==> config.mk <==
export PLATFORM = sky130hd
export DESIGN_NAME = midi_channel_message_encoder_unit
export DESIGN_NICKNAME = d
export VERILOG_FILES = /design/src/hdl/mcme_pkg.sv /design/src/hdl/midi_channel_message_encoder_unit.sv /design/src/hdl/mcme_div_cell.sv /design/src/hdl/mcme_serializer.sv
export SDC_FILE = /design/constraint.sdc
export NUM_CORES = 2
export LEC_CHECK = 0
export BUFFER_PORTS_ARGS = -buffer_cell sky130_fd_sc_hd__buf_2
export CAP_MARGIN = 20
export CORE_ASPECT_RATIO = 0.7
export CORE_MARGIN = 4
export CORE_UTILIZATION = 60
export CTS_BUF_LIST = sky130_fd_sc_hd__clkbuf_8 sky130_fd_sc_hd__clkbuf_16
export CTS_CLUSTER_DIAMETER = 40
export DETAILED_ROUTE_END_ITERATION = 8
export PLACE_DENSITY = 0.74
export SKIP_CTS_REPAIR_TIMING = 1
export SLEW_MARGIN = 0
export SYNTH_ARGS = -nofsm -noshare
export SYNTH_HDL_FRONTEND = slang
export SYNTH_SLANG_ARGS = --single-unit
==> constraint.sdc <==
create_clock -name clk -period 17.56 [get_ports clk]
set_input_delay 3.512 -clock clk [delete_from_list [all_inputs] [get_ports clk]]
set_output_delay 3.512 -clock clk [all_outputs]
set_load 0.05 [all_outputs]
==> src/hdl/mcme_pkg.sv <==
`default_nettype none
// ----------------------------------------------------------------------------
// mcme_pkg: shared definitions for the MIDI channel message encoder
// Status and kind codes, message opcodes, scale limits and the record that
// travels with each request through the divider chain.
// ----------------------------------------------------------------------------
package mcme_pkg;

  // Default sample width
  localparam int SAMPLE_BITS_DEF = 24;

  // Quotient width: enough for the 14-bit pitch bend scale
  localparam int QW = 14;

  // Most bytes one request can produce (controller pulse)
  localparam int MAX_BYTES = 6;
  localparam int CNT_W     = 3;

  // Result status codes
  localparam logic [1:0] ST_OK         = 2'd0;
  localparam logic [1:0] ST_NOT_READY  = 2'd1;
  localparam logic [1:0] ST_BAD_OPTION = 2'd2;
  localparam logic [1:0] ST_BAD_DATA   = 2'd3;

  // Endpoint kinds
  localparam logic [2:0] KIND_NOTE    = 3'd0;
  localparam logic [2:0] KIND_CONTROL = 3'd1;
  localparam logic [2:0] KIND_PROGRAM = 3'd2;
  localparam logic [2:0] KIND_PITCH   = 3'd3;
  localparam logic [2:0] KIND_PULSE   = 3'd4;

  // Signal kinds
  localparam logic [1:0] SIG_ANALOG = 2'd0;
  localparam logic [1:0] SIG_NOTE   = 2'd1;

  // Message opcodes (high nibble of the status byte)
  localparam logic [7:0] OP_NOTE_ON  = 8'h90;
  localparam logic [7:0] OP_NOTE_OFF = 8'h80;
  localparam logic [7:0] OP_CTRL     = 8'hB0;
  localparam logic [7:0] OP_PROGRAM  = 8'hC0;
  localparam logic [7:0] OP_BEND     = 8'hE0;
  localparam logic [7:0] DATA_MAX    = 8'h7F;

  // Full-scale values
  localparam logic [QW-1:0] FULL_7     = QW'(127);
  localparam logic [QW-1:0] FULL_PITCH = QW'(16383);

  // Per-request record carried alongside the division
  typedef struct packed {
    logic [1:0] status;   // status found before scaling
    logic [2:0] kind;
    logic [3:0] ch;
    logic [6:0] num;
    logic       note_on;
    logic       neg;      // sample was negative
    logic       ovf;      // quotient does not fit in QW bits
  } meta_t;

endpackage
`default_nettype wire

==> src/hdl/midi_channel_message_encoder_unit.sv <==
`default_nettype none
// ----------------------------------------------------------------------------
// midi_channel_message_encoder_unit: MIDI channel voice message encoder
// Scales a sample to 7 or 14 bits through a chain of restoring division
// cells and emits the resulting MIDI message bytes, or one status result.
// ----------------------------------------------------------------------------
// A request passes the input, multiply and division setup registers and the
//   14 division cells, then the serializer register, before its first result.
// Throughput: one result per cycle at the output while out_ready is high; a
//   request yields 1 to 6 results.
// Requests enter every cycle while each yields one result and out_ready stays high.
// Reset: synchronous, clears all stage valid bits and port_open.
module midi_channel_message_encoder_unit #(
  parameter int SAMPLE_BITS = mcme_pkg::SAMPLE_BITS_DEF
) (
  input  wire                         clk,
  input  wire                         rst,
  // configuration write
  input  wire                         cfg_valid,
  output logic                        cfg_ready,
  input  wire                         cfg_data,
  // request channel
  input  wire                         in_valid,
  output logic                        in_ready,
  input  wire [2:0]                   endpoint_kind,
  input  wire [3:0]                   midi_channel,
  input  wire [6:0]                   key_or_controller,
  input  wire [1:0]                   signal_kind,
  input  wire signed [SAMPLE_BITS-1:0] sample_value,
  input  wire [SAMPLE_BITS-2:0]       full_scale,
  input  wire                         note_on,
  // result channel
  output logic                        out_valid,
  input  wire                         out_ready,
  output logic [7:0]                  message_byte,
  output logic                        message_end,
  output logic [1:0]                  status,
  output logic                        last
);
  import mcme_pkg::*;

  localparam int SB    = SAMPLE_BITS;
  localparam int DIV_W = (SB - 1 > QW) ? SB - 1 : QW;
  localparam int NW    = SB + QW;

  logic port_open;

  // input stage
  logic             s0_vld;
  logic             s0_adv;
  meta_t            s0_meta;
  logic [SB-1:0]    s0_mag;
  logic [DIV_W-1:0] s0_div;
  meta_t            in_meta;
  logic [1:0]       pre_st;
  logic [QW-1:0]    in_full;
  logic [SB-1:0]    in_mag;

  // multiply stage
  logic             s1_vld;
  logic             s1_adv;
  meta_t            s1_meta;
  logic [NW-1:0]    s1_num;
  logic [DIV_W-1:0] s1_div;
  logic [QW-1:0]    s0_full;
  logic [NW-1:0]    prod;

  // division setup
  logic [DIV_W:0]   hi_ext;
  logic             hi_ovf;
  meta_t            setup_meta;

  // cell chain: index 0 is the setup stage, index QW the last cell
  logic             c_vld  [QW+1];
  logic             c_adv  [QW+1];
  meta_t            c_meta [QW+1];
  logic [DIV_W-1:0] c_div  [QW+1];
  logic [DIV_W-1:0] c_rem  [QW+1];
  logic [QW-1:0]    c_bits [QW+1];
  logic             ser_adv;

  // Configuration register
  assign cfg_ready = 1'b1;

  always_ff @(posedge clk) begin
    if (rst) begin
      port_open <= 1'b0;
    end else if (cfg_valid && cfg_ready) begin
      port_open <= cfg_data;
    end
  end

  // Early checks on the incoming request
  always_comb begin
    priority if (!port_open) begin
      pre_st = ST_NOT_READY;
    end else if (endpoint_kind > KIND_PULSE) begin
      pre_st = ST_BAD_OPTION;
    end else if (endpoint_kind == KIND_NOTE) begin
      pre_st = (signal_kind == SIG_NOTE) ? ST_OK : ST_BAD_DATA;
    end else begin
      pre_st = (signal_kind == SIG_ANALOG) ? ST_OK : ST_BAD_DATA;
    end
  end

  assign in_full = (endpoint_kind == KIND_PITCH) ? FULL_PITCH : FULL_7;
  assign in_mag  = sample_value[SB-1] ? (~sample_value + SB'(1)) : sample_value;

  always_comb begin
    in_meta         = '0;
    in_meta.status  = pre_st;
    in_meta.kind    = endpoint_kind;
    in_meta.ch      = midi_channel;
    in_meta.num     = key_or_controller;
    in_meta.note_on = note_on;
    in_meta.neg     = sample_value[SB-1];
  end

  // Stage advance chain, from the output back to the input
  assign s1_adv   = !s1_vld || c_adv[0];
  assign s0_adv   = !s0_vld || s1_adv;
  assign in_ready = s0_adv;

  // Input stage: capture magnitude and divisor
  always_ff @(posedge clk) begin
    if (rst) begin
      s0_vld <= 1'b0;
    end else if (s0_adv) begin
      s0_vld <= in_valid;
    end
  end

  always_ff @(posedge clk) begin
    if (s0_adv) begin
      s0_meta <= in_meta;
      s0_mag  <= in_mag;
      s0_div  <= (full_scale == '0) ? DIV_W'(in_full) : DIV_W'(full_scale);
    end
  end

  // Multiply stage: numerator = full scale * |sample|
  assign s0_full = (s0_meta.kind == KIND_PITCH) ? FULL_PITCH : FULL_7;
  assign prod    = {{QW{1'b0}}, s0_mag} * {{SB{1'b0}}, s0_full};

  always_ff @(posedge clk) begin
    if (rst) begin
      s1_vld <= 1'b0;
    end else if (s1_adv) begin
      s1_vld <= s0_vld;
    end
  end

  always_ff @(posedge clk) begin
    if (s1_adv) begin
      s1_meta <= s0_meta;
      s1_num  <= prod;
      s1_div  <= s0_div;
    end
  end

  // Setup stage: flag a quotient too wide, seed the partial remainder
  assign hi_ext = (DIV_W+1)'(s1_num[NW-1:QW]);
  assign hi_ovf = hi_ext >= {1'b0, s1_div};

  always_comb begin
    setup_meta     = s1_meta;
    setup_meta.ovf = hi_ovf;
  end

  always_ff @(posedge clk) begin
    if (rst) begin
      c_vld[0] <= 1'b0;
    end else if (c_adv[0]) begin
      c_vld[0] <= s1_vld;
    end
  end

  always_ff @(posedge clk) begin
    if (c_adv[0]) begin
      c_meta[0] <= setup_meta;
      c_div[0]  <= s1_div;
      c_rem[0]  <= hi_ext[DIV_W-1:0];
      c_bits[0] <= s1_num[QW-1:0];
    end
  end

  // Division cells, one quotient bit each
  for (genvar k = 0; k < QW; k++) begin : g_cell
    logic dn_adv;

    // The last cell hands off to the serializer
    if (k == QW - 1) begin : g_tail
      assign dn_adv = ser_adv;
    end else begin : g_mid
      assign dn_adv = c_adv[k+2];
    end

    mcme_div_cell #(
      .DIV_W (DIV_W)
    ) u_cell (
      .clk     (clk),
      .rst     (rst),
      .up_vld  (c_vld[k]),
      .up_adv  (c_adv[k+1]),
      .dn_adv  (dn_adv),
      .meta_in (c_meta[k]),
      .div_in  (c_div[k]),
      .rem_in  (c_rem[k]),
      .bits_in (c_bits[k]),
      .vld     (c_vld[k+1]),
      .meta    (c_meta[k+1]),
      .div     (c_div[k+1]),
      .rem     (c_rem[k+1]),
      .bits    (c_bits[k+1])
    );
  end

  assign c_adv[0] = !c_vld[0] || c_adv[1];

  // Message build and byte output
  mcme_serializer u_ser (
    .clk          (clk),
    .rst          (rst),
    .up_vld       (c_vld[QW]),
    .up_adv       (ser_adv),
    .meta_in      (c_meta[QW]),
    .quo          (c_bits[QW]),
    .out_valid    (out_valid),
    .out_ready    (out_ready),
    .message_byte (message_byte),
    .message_end  (message_end),
    .status       (status),
    .last         (last)
  );

  // A failed request yields one empty, final result
  assert property (@(posedge clk) disable iff (rst)
    out_valid && status != ST_OK |-> last && !message_end && message_byte == 8'h00)
    else $error("status result is not a single empty final result");

  // The final result of a good request closes a message
  assert property (@(posedge clk) disable iff (rst)
    out_valid && status == ST_OK && last |-> message_end)
    else $error("final byte does not end a message");

  // Requests are refused only while both the input and multiply stages hold one
  assert property (@(posedge clk) disable iff (rst)
    !in_ready |-> s0_vld && s1_vld)
    else $error("request refused with room in the front stages");

  // A message that follows another in the same request opens with a status byte
  assert property (@(posedge clk) disable iff (rst)
    out_valid && out_ready && message_end && !last |=> !out_valid || message_byte[7])
    else $error("message does not open with a status byte");

endmodule
`default_nettype wire

==> src/hdl/mcme_div_cell.sv <==
`default_nettype none
// ----------------------------------------------------------------------------
// mcme_div_cell: one restoring division step
// Shifts the next numerator bit into the partial remainder, subtracts the
// divisor when it fits and shifts the quotient bit in from the right.
// ----------------------------------------------------------------------------
module mcme_div_cell #(
  parameter int DIV_W = 23
) (
  input  wire                          clk,
  input  wire                          rst,
  input  wire                          up_vld,
  output logic                         up_adv,
  input  wire                          dn_adv,
  input  mcme_pkg::meta_t              meta_in,
  input  wire [DIV_W-1:0]              div_in,
  input  wire [DIV_W-1:0]              rem_in,
  input  wire [mcme_pkg::QW-1:0]       bits_in,
  output logic                         vld,
  output mcme_pkg::meta_t              meta,
  output logic [DIV_W-1:0]             div,
  output logic [DIV_W-1:0]             rem,
  output logic [mcme_pkg::QW-1:0]      bits
);
  import mcme_pkg::*;

  logic [DIV_W:0] trial;
  logic [DIV_W:0] diff;
  logic           ge;

  // Take a new request when empty or when the neighbor takes ours
  assign up_adv = !vld || dn_adv;

  // Trial subtract
  assign trial = {rem_in, bits_in[QW-1]};
  assign diff  = trial - {1'b0, div_in};
  assign ge    = trial >= {1'b0, div_in};

  always_ff @(posedge clk) begin
    if (rst) begin
      vld <= 1'b0;
    end else if (up_adv) begin
      vld <= up_vld;
    end
  end

  // Advance payload
  always_ff @(posedge clk) begin
    if (up_adv) begin
      meta <= meta_in;
      div  <= div_in;
      rem  <= ge ? diff[DIV_W-1:0] : trial[DIV_W-1:0];
      bits <= {bits_in[QW-2:0], ge};
    end
  end

endmodule
`default_nettype wire

==> src/hdl/mcme_serializer.sv <==
`default_nettype none
// ----------------------------------------------------------------------------
// mcme_serializer: message builder and byte output stage
// Checks the scaled value, builds the bytes of the request's messages and
// shifts them out one byte per accepted result.
// ----------------------------------------------------------------------------
module mcme_serializer (
  input  wire                      clk,
  input  wire                      rst,
  input  wire                      up_vld,
  output logic                     up_adv,
  input  mcme_pkg::meta_t          meta_in,
  input  wire [mcme_pkg::QW-1:0]   quo,
  output logic                     out_valid,
  input  wire                      out_ready,
  output logic [7:0]               message_byte,
  output logic                     message_end,
  output logic [1:0]               status,
  output logic                     last
);
  import mcme_pkg::*;

  logic                 vld;
  logic [CNT_W-1:0]     cnt;
  logic [1:0]           st_q;
  logic [7:0]           byte_q [MAX_BYTES];
  logic [MAX_BYTES-1:0] end_q;

  logic [QW-1:0]        full;
  logic [1:0]           fst;
  logic [7:0]           ld_byte [MAX_BYTES];
  logic [MAX_BYTES-1:0] ld_end;
  logic [CNT_W-1:0]     ld_cnt;
  logic [7:0]           chan;
  logic [7:0]           q_lo;
  logic [7:0]           q_hi;

  // Load the next request when empty or when the final byte leaves
  assign up_adv = !vld || (out_ready && cnt == CNT_W'(1));

  // Range check and message build
  always_comb begin
    full = (meta_in.kind == KIND_PITCH) ? FULL_PITCH : FULL_7;
    fst  = meta_in.status;
    if (fst == ST_OK) begin
      if (meta_in.ovf) begin
        fst = ST_BAD_DATA;
      end else if (quo != '0 && (meta_in.neg || quo > full)) begin
        fst = ST_BAD_DATA;
      end
    end
    chan = {4'h0, meta_in.ch};
    q_lo = {1'b0, quo[6:0]};
    q_hi = {1'b0, quo[13:7]};
    for (int i = 0; i < MAX_BYTES; i++) begin
      ld_byte[i] = 8'h00;
    end
    ld_end = '0;
    ld_cnt = CNT_W'(1);
    if (fst == ST_OK) begin
      unique case (meta_in.kind)
        KIND_NOTE: begin
          ld_byte[0] = (meta_in.note_on ? OP_NOTE_ON : OP_NOTE_OFF) | chan;
          ld_byte[1] = {1'b0, meta_in.num};
          ld_byte[2] = q_lo;
          ld_end[2]  = 1'b1;
          ld_cnt     = CNT_W'(3);
        end
        KIND_CONTROL: begin
          ld_byte[0] = OP_CTRL | chan;
          ld_byte[1] = {1'b0, meta_in.num};
          ld_byte[2] = q_lo;
          ld_end[2]  = 1'b1;
          ld_cnt     = CNT_W'(3);
        end
        KIND_PROGRAM: begin
          ld_byte[0] = OP_PROGRAM | chan;
          ld_byte[1] = q_lo;
          ld_end[1]  = 1'b1;
          ld_cnt     = CNT_W'(2);
        end
        KIND_PITCH: begin
          ld_byte[0] = OP_BEND | chan;
          ld_byte[1] = q_lo;
          ld_byte[2] = q_hi;
          ld_end[2]  = 1'b1;
          ld_cnt     = CNT_W'(3);
        end
        default: begin
          // controller pulse: value high, then value low
          ld_byte[0] = OP_CTRL | chan;
          ld_byte[1] = q_lo;
          ld_byte[2] = DATA_MAX;
          ld_byte[3] = OP_CTRL | chan;
          ld_byte[4] = q_lo;
          ld_byte[5] = 8'h00;
          ld_end[2]  = 1'b1;
          ld_end[5]  = 1'b1;
          ld_cnt     = CNT_W'(6);
        end
      endcase
    end
  end

  always_ff @(posedge clk) begin
    if (rst) begin
      vld <= 1'b0;
    end else if (up_adv) begin
      vld <= up_vld;
    end
  end

  // Load a new request or shift out one byte
  always_ff @(posedge clk) begin
    if (up_adv) begin
      byte_q <= ld_byte;
      end_q  <= ld_end;
      cnt    <= ld_cnt;
      st_q   <= fst;
    end else if (vld && out_ready) begin
      for (int i = 0; i < MAX_BYTES - 1; i++) begin
        byte_q[i] <= byte_q[i+1];
      end
      byte_q[MAX_BYTES-1] <= 8'h00;
      end_q <= end_q >> 1;
      cnt   <= cnt - CNT_W'(1);
    end
  end

  assign out_valid    = vld;
  assign message_byte = byte_q[0];
  assign message_end  = end_q[0];
  assign status       = st_q;
  assign last         = (cnt == CNT_W'(1));

endmodule
`default_nettype wire
==> impl_metrics.json <==
{
  "outcome": "finished clean",
  "netlist_instances": 5294,
  "drv_cap": 0,
  "cp-end-kind": "primary output",
  "startpoint": "out_ready",
  "finalCritPeriodShare_pct": 63.9,
  "p_comb_share_pct": 49.2,
  "ant_nets": 0,
  "synth_edf_count": 1330,
  "synth_seq_cells": 1352,
  "cp-start-kind": "input pin",
  "crit_type": "in -> out",
  "drive_gt1_share_pct": 10.7,
  "hold_class": "reg -> reg",
  "netlist_top_cells_count": "edfxtp_1, inv_1, ha_1, a21oi_1, nor2_1",
  "antenna_found_initial": 6,
  "r2r-start": "s0_meta[16]",
  "cts_buffers": 145,
  "syn_area_sq_um": 70100,
  "core.rowCount": 104,
  "portBuffers": 83,
  "path_max_fanout": 67,
  "power_frac_seq_pct": 31.9,
  "nets": 6248,
  "vias": 39900,
  "max_freq_mhz": 89.1,
  "hpwl_um": 98200,
  "synth_seq_area_share_pct": 57.6,
  "leakage_nw": 32.8,
  "core_sq_um": 115000,
  "yosysTopAreaCellShare_pct": 57.0,
  "holdWs_ns": 0.390,
  "hold_start": "g_cell[0].u_cell.meta[2]",
  "drt-initial-drc-count": 3321,
  "setup_viol": 0,
  "ys_types": 91,
  "min_period_ns": 11.22,
  "routed_wirelength_um": 133000,
  "skew_ns": 0.0317,
  "tritoncts": "done",
  "synthFlopType": "edfxtp_1",
  "ios": 85,
  "critPathRequiredTime_ns": 14.05,
  "place_congestion": 0.902,
  "clock_latency_ns": 0.77,
  "reg2reg_depth": 24,
  "rrSetupSlack_ns": 10.31,
  "yosysMostFrequentCell": "edfxtp_1",
  "power_density_nw_per_um2": 212,
  "via_per_inst": 5.60,
  "intPower_w": 0.0102,
  "syn_area_per_cell_sq_um": 13.2,
  "clockPowerShare_pct": 18.9,
  "timing.setup.tns_ns": 0,
  "path_clk_slew_ns": 0.06,
  "area_growth_pct": 10.4,
  "whs_path_depth": 0,
  "p_sw_share_pct": 37.9,
  "relSlewSlack_pct": 26.4,
  "start_util_pct": 60.7,
  "grt_pass1_vias": 39600,
  "r2r-end": "s1_num[34]",
  "die_area_sq_um": 122000,
  "die_y_um": 294,
  "maxSlewViolCount": 0,
  "synth_area_leaders": "edfxtp_1, ha_1, fa_1, inv_1, mux2_2",
  "overflow": 0,
  "wire_per_inst_um": 18.7,
  "switchingPower_w": 0.00623,
  "peakVddDrop_uv": 369,
  "first_pass_iters": 5,
  "hold_violations": 0,
  "yosys.area.top_type": "edfxtp_1",
  "min_to": "g_cell[1].u_cell.meta[2]",
  "worstPathArrival_ns": 7.71,
  "async_flop_share_pct": 0,
  "grt_setup_unrepaired": "no",
  "tightest_slew_ns": 1.09,
  "htreeDepth": 4,
  "clock_sinks": 1352,
  "grtUsageTotal_pct": 21.8,
  "drcViolationCount": 0,
  "synth_nets": 6072,
  "clockBufferDepth": 3,
  "cts_root_buf": "clkbuf_16",
  "die_w_um": 417,
  "yosys_warnings": 0,
  "grt_pass1_wl_um": 212000,
  "grt_max_degree": 81
}
==> through the flow <==
| stage | instances | total power, W | worst slack [ns] | util [%] | area [sq um] |
|---|---|---|---|---|---|
| 6_report | 7127 | 0.0164 | 6.34 | 67.1 | 77400 |
| 5_1_grt | 7126 | 0.0177 | 6.15 | 67.1 | 77400 |
| 4_1_cts | 7121 | 0.0165 | 6.49 | 67.0 | 77300 |
| 3_5_place_dp | 6855 | 0.0133 | 6.55 | 62.7 | 72300 |
| 3_3_place_gp | 6855 | 0.0130 | 6.65 | 62.7 | 72300 |
| 2_1_floorplan | 5294 | 0.0113 | 6.68 | - | 70100 |
==> power by group through the flow <==
stage | Sequential (W) | Clock (W) | Combinational (W)
floorplan | 0.00509 | 0 | 0.00624
global placement | 0.00528 | 0 | 0.00773
detailed placement | 0.00531 | 0 | 0.00796
CTS | 0.00525 | 0.00317 | 0.00807
global route | 0.00533 | 0.00332 | 0.00901
finish | 0.00525 | 0.00311 | 0.00809
==> cells in the final DEF, fill, tap and decap left out, types with 83 or more instances in the layout <==
| master | count |
|---|---|
| buf_2 | 83 |
| nand2_1 | 222 |
| inv_1 | 734 |
| nor2_1 | 263 |
| edfxtp_1 | 1330 |
| o21ai_0 | 205 |
| a21oi_1 | 296 |
| mux2_2 | 181 |
| xnor2_1 | 211 |
| fa_1 | 241 |
| clkbuf_16 | 149 |
| ha_1 | 467 |
| xor2_1 | 87 |
| a21o_1 | 117 |
==> critical path, cell delays in order <==
cell	delay, ns
buf_2	0.16
a21boi_4	0.13
buf_4	0.47
and3_1	0.41
and3_1	0.51
and2_1	0.35
and3_1	0.38
and3_1	0.36
and3_1	0.43
nand4_1	0.15
buf_4	0.38
buf_2	0.35
==> cells by family (layout without fill, tap and decap cells) <==
family | Yosys count | after routing | share of synthesized area [%]
AOI/OAI and AO/OA | 983 | 983 | 9.02
xor gates and xnor gates | 298 | 298 | 3.72
adders and majority gates | 710 | 710 | 15.2
buffers and inverters | 807 | 1102 | 4.45
DFF | 1352 | 1352 | 57.6
muxes | 228 | 228 | 3.61
other | 1 | 2 | 0.00535
and+or+nand+nor | 915 | 915 | 6.36
==> sequential cells by signal (all words and copies together), names as in the netlist, 14 cells and up <==
signal and cells:
c_bits 14, c_div 23, c_meta 19, c_rem 23
g_cell.u_cell.bits 196, g_cell.u_cell.div 299, g_cell.u_cell.meta 266, g_cell.u_cell.rem 299
g_cell.u_cell.vld 14, s0_div 23, s0_mag 24, s0_meta 18
s1_div 23, s1_meta 18, s1_num 38, u_ser.byte_q 31
==> layout make-up <==
type | instances | area (sq um)
repair buffers | 113 | 713
clock buffers | 154 | 3800
multi-input cells | 3135 | 26700
well taps | 1537 | 1920
flip-flops and latches | 1352 | 40400
fillers | 8052 | 38000
diodes | 1 | 2.50
inverters | 723 | 2710
clock inverters | 112 | 1160
==> worst max path at each step <==
stage,to,slack (ns),depth (start not counted)
after floorplan,in_ready,6.68,9
after global placement,in_ready,6.65,12
after detailed placement,in_ready,6.55,12
after CTS,in_ready,6.49,12
after global routing,in_ready,6.15,12
final,in_ready,6.34,12
==> routing by layer <==
metal / vias up / share of wire, % / global-route usage, %
met4: 0 / 1.9 / 6.00
met3: 172 / 6.2 / 4.18
met1: 19400 / 46 / 31.7
met2: 996 / 46 / 34.0
met5: - / 0 / 0
li1: 19400 / - / -
Power figures use the tool's default switching activity.
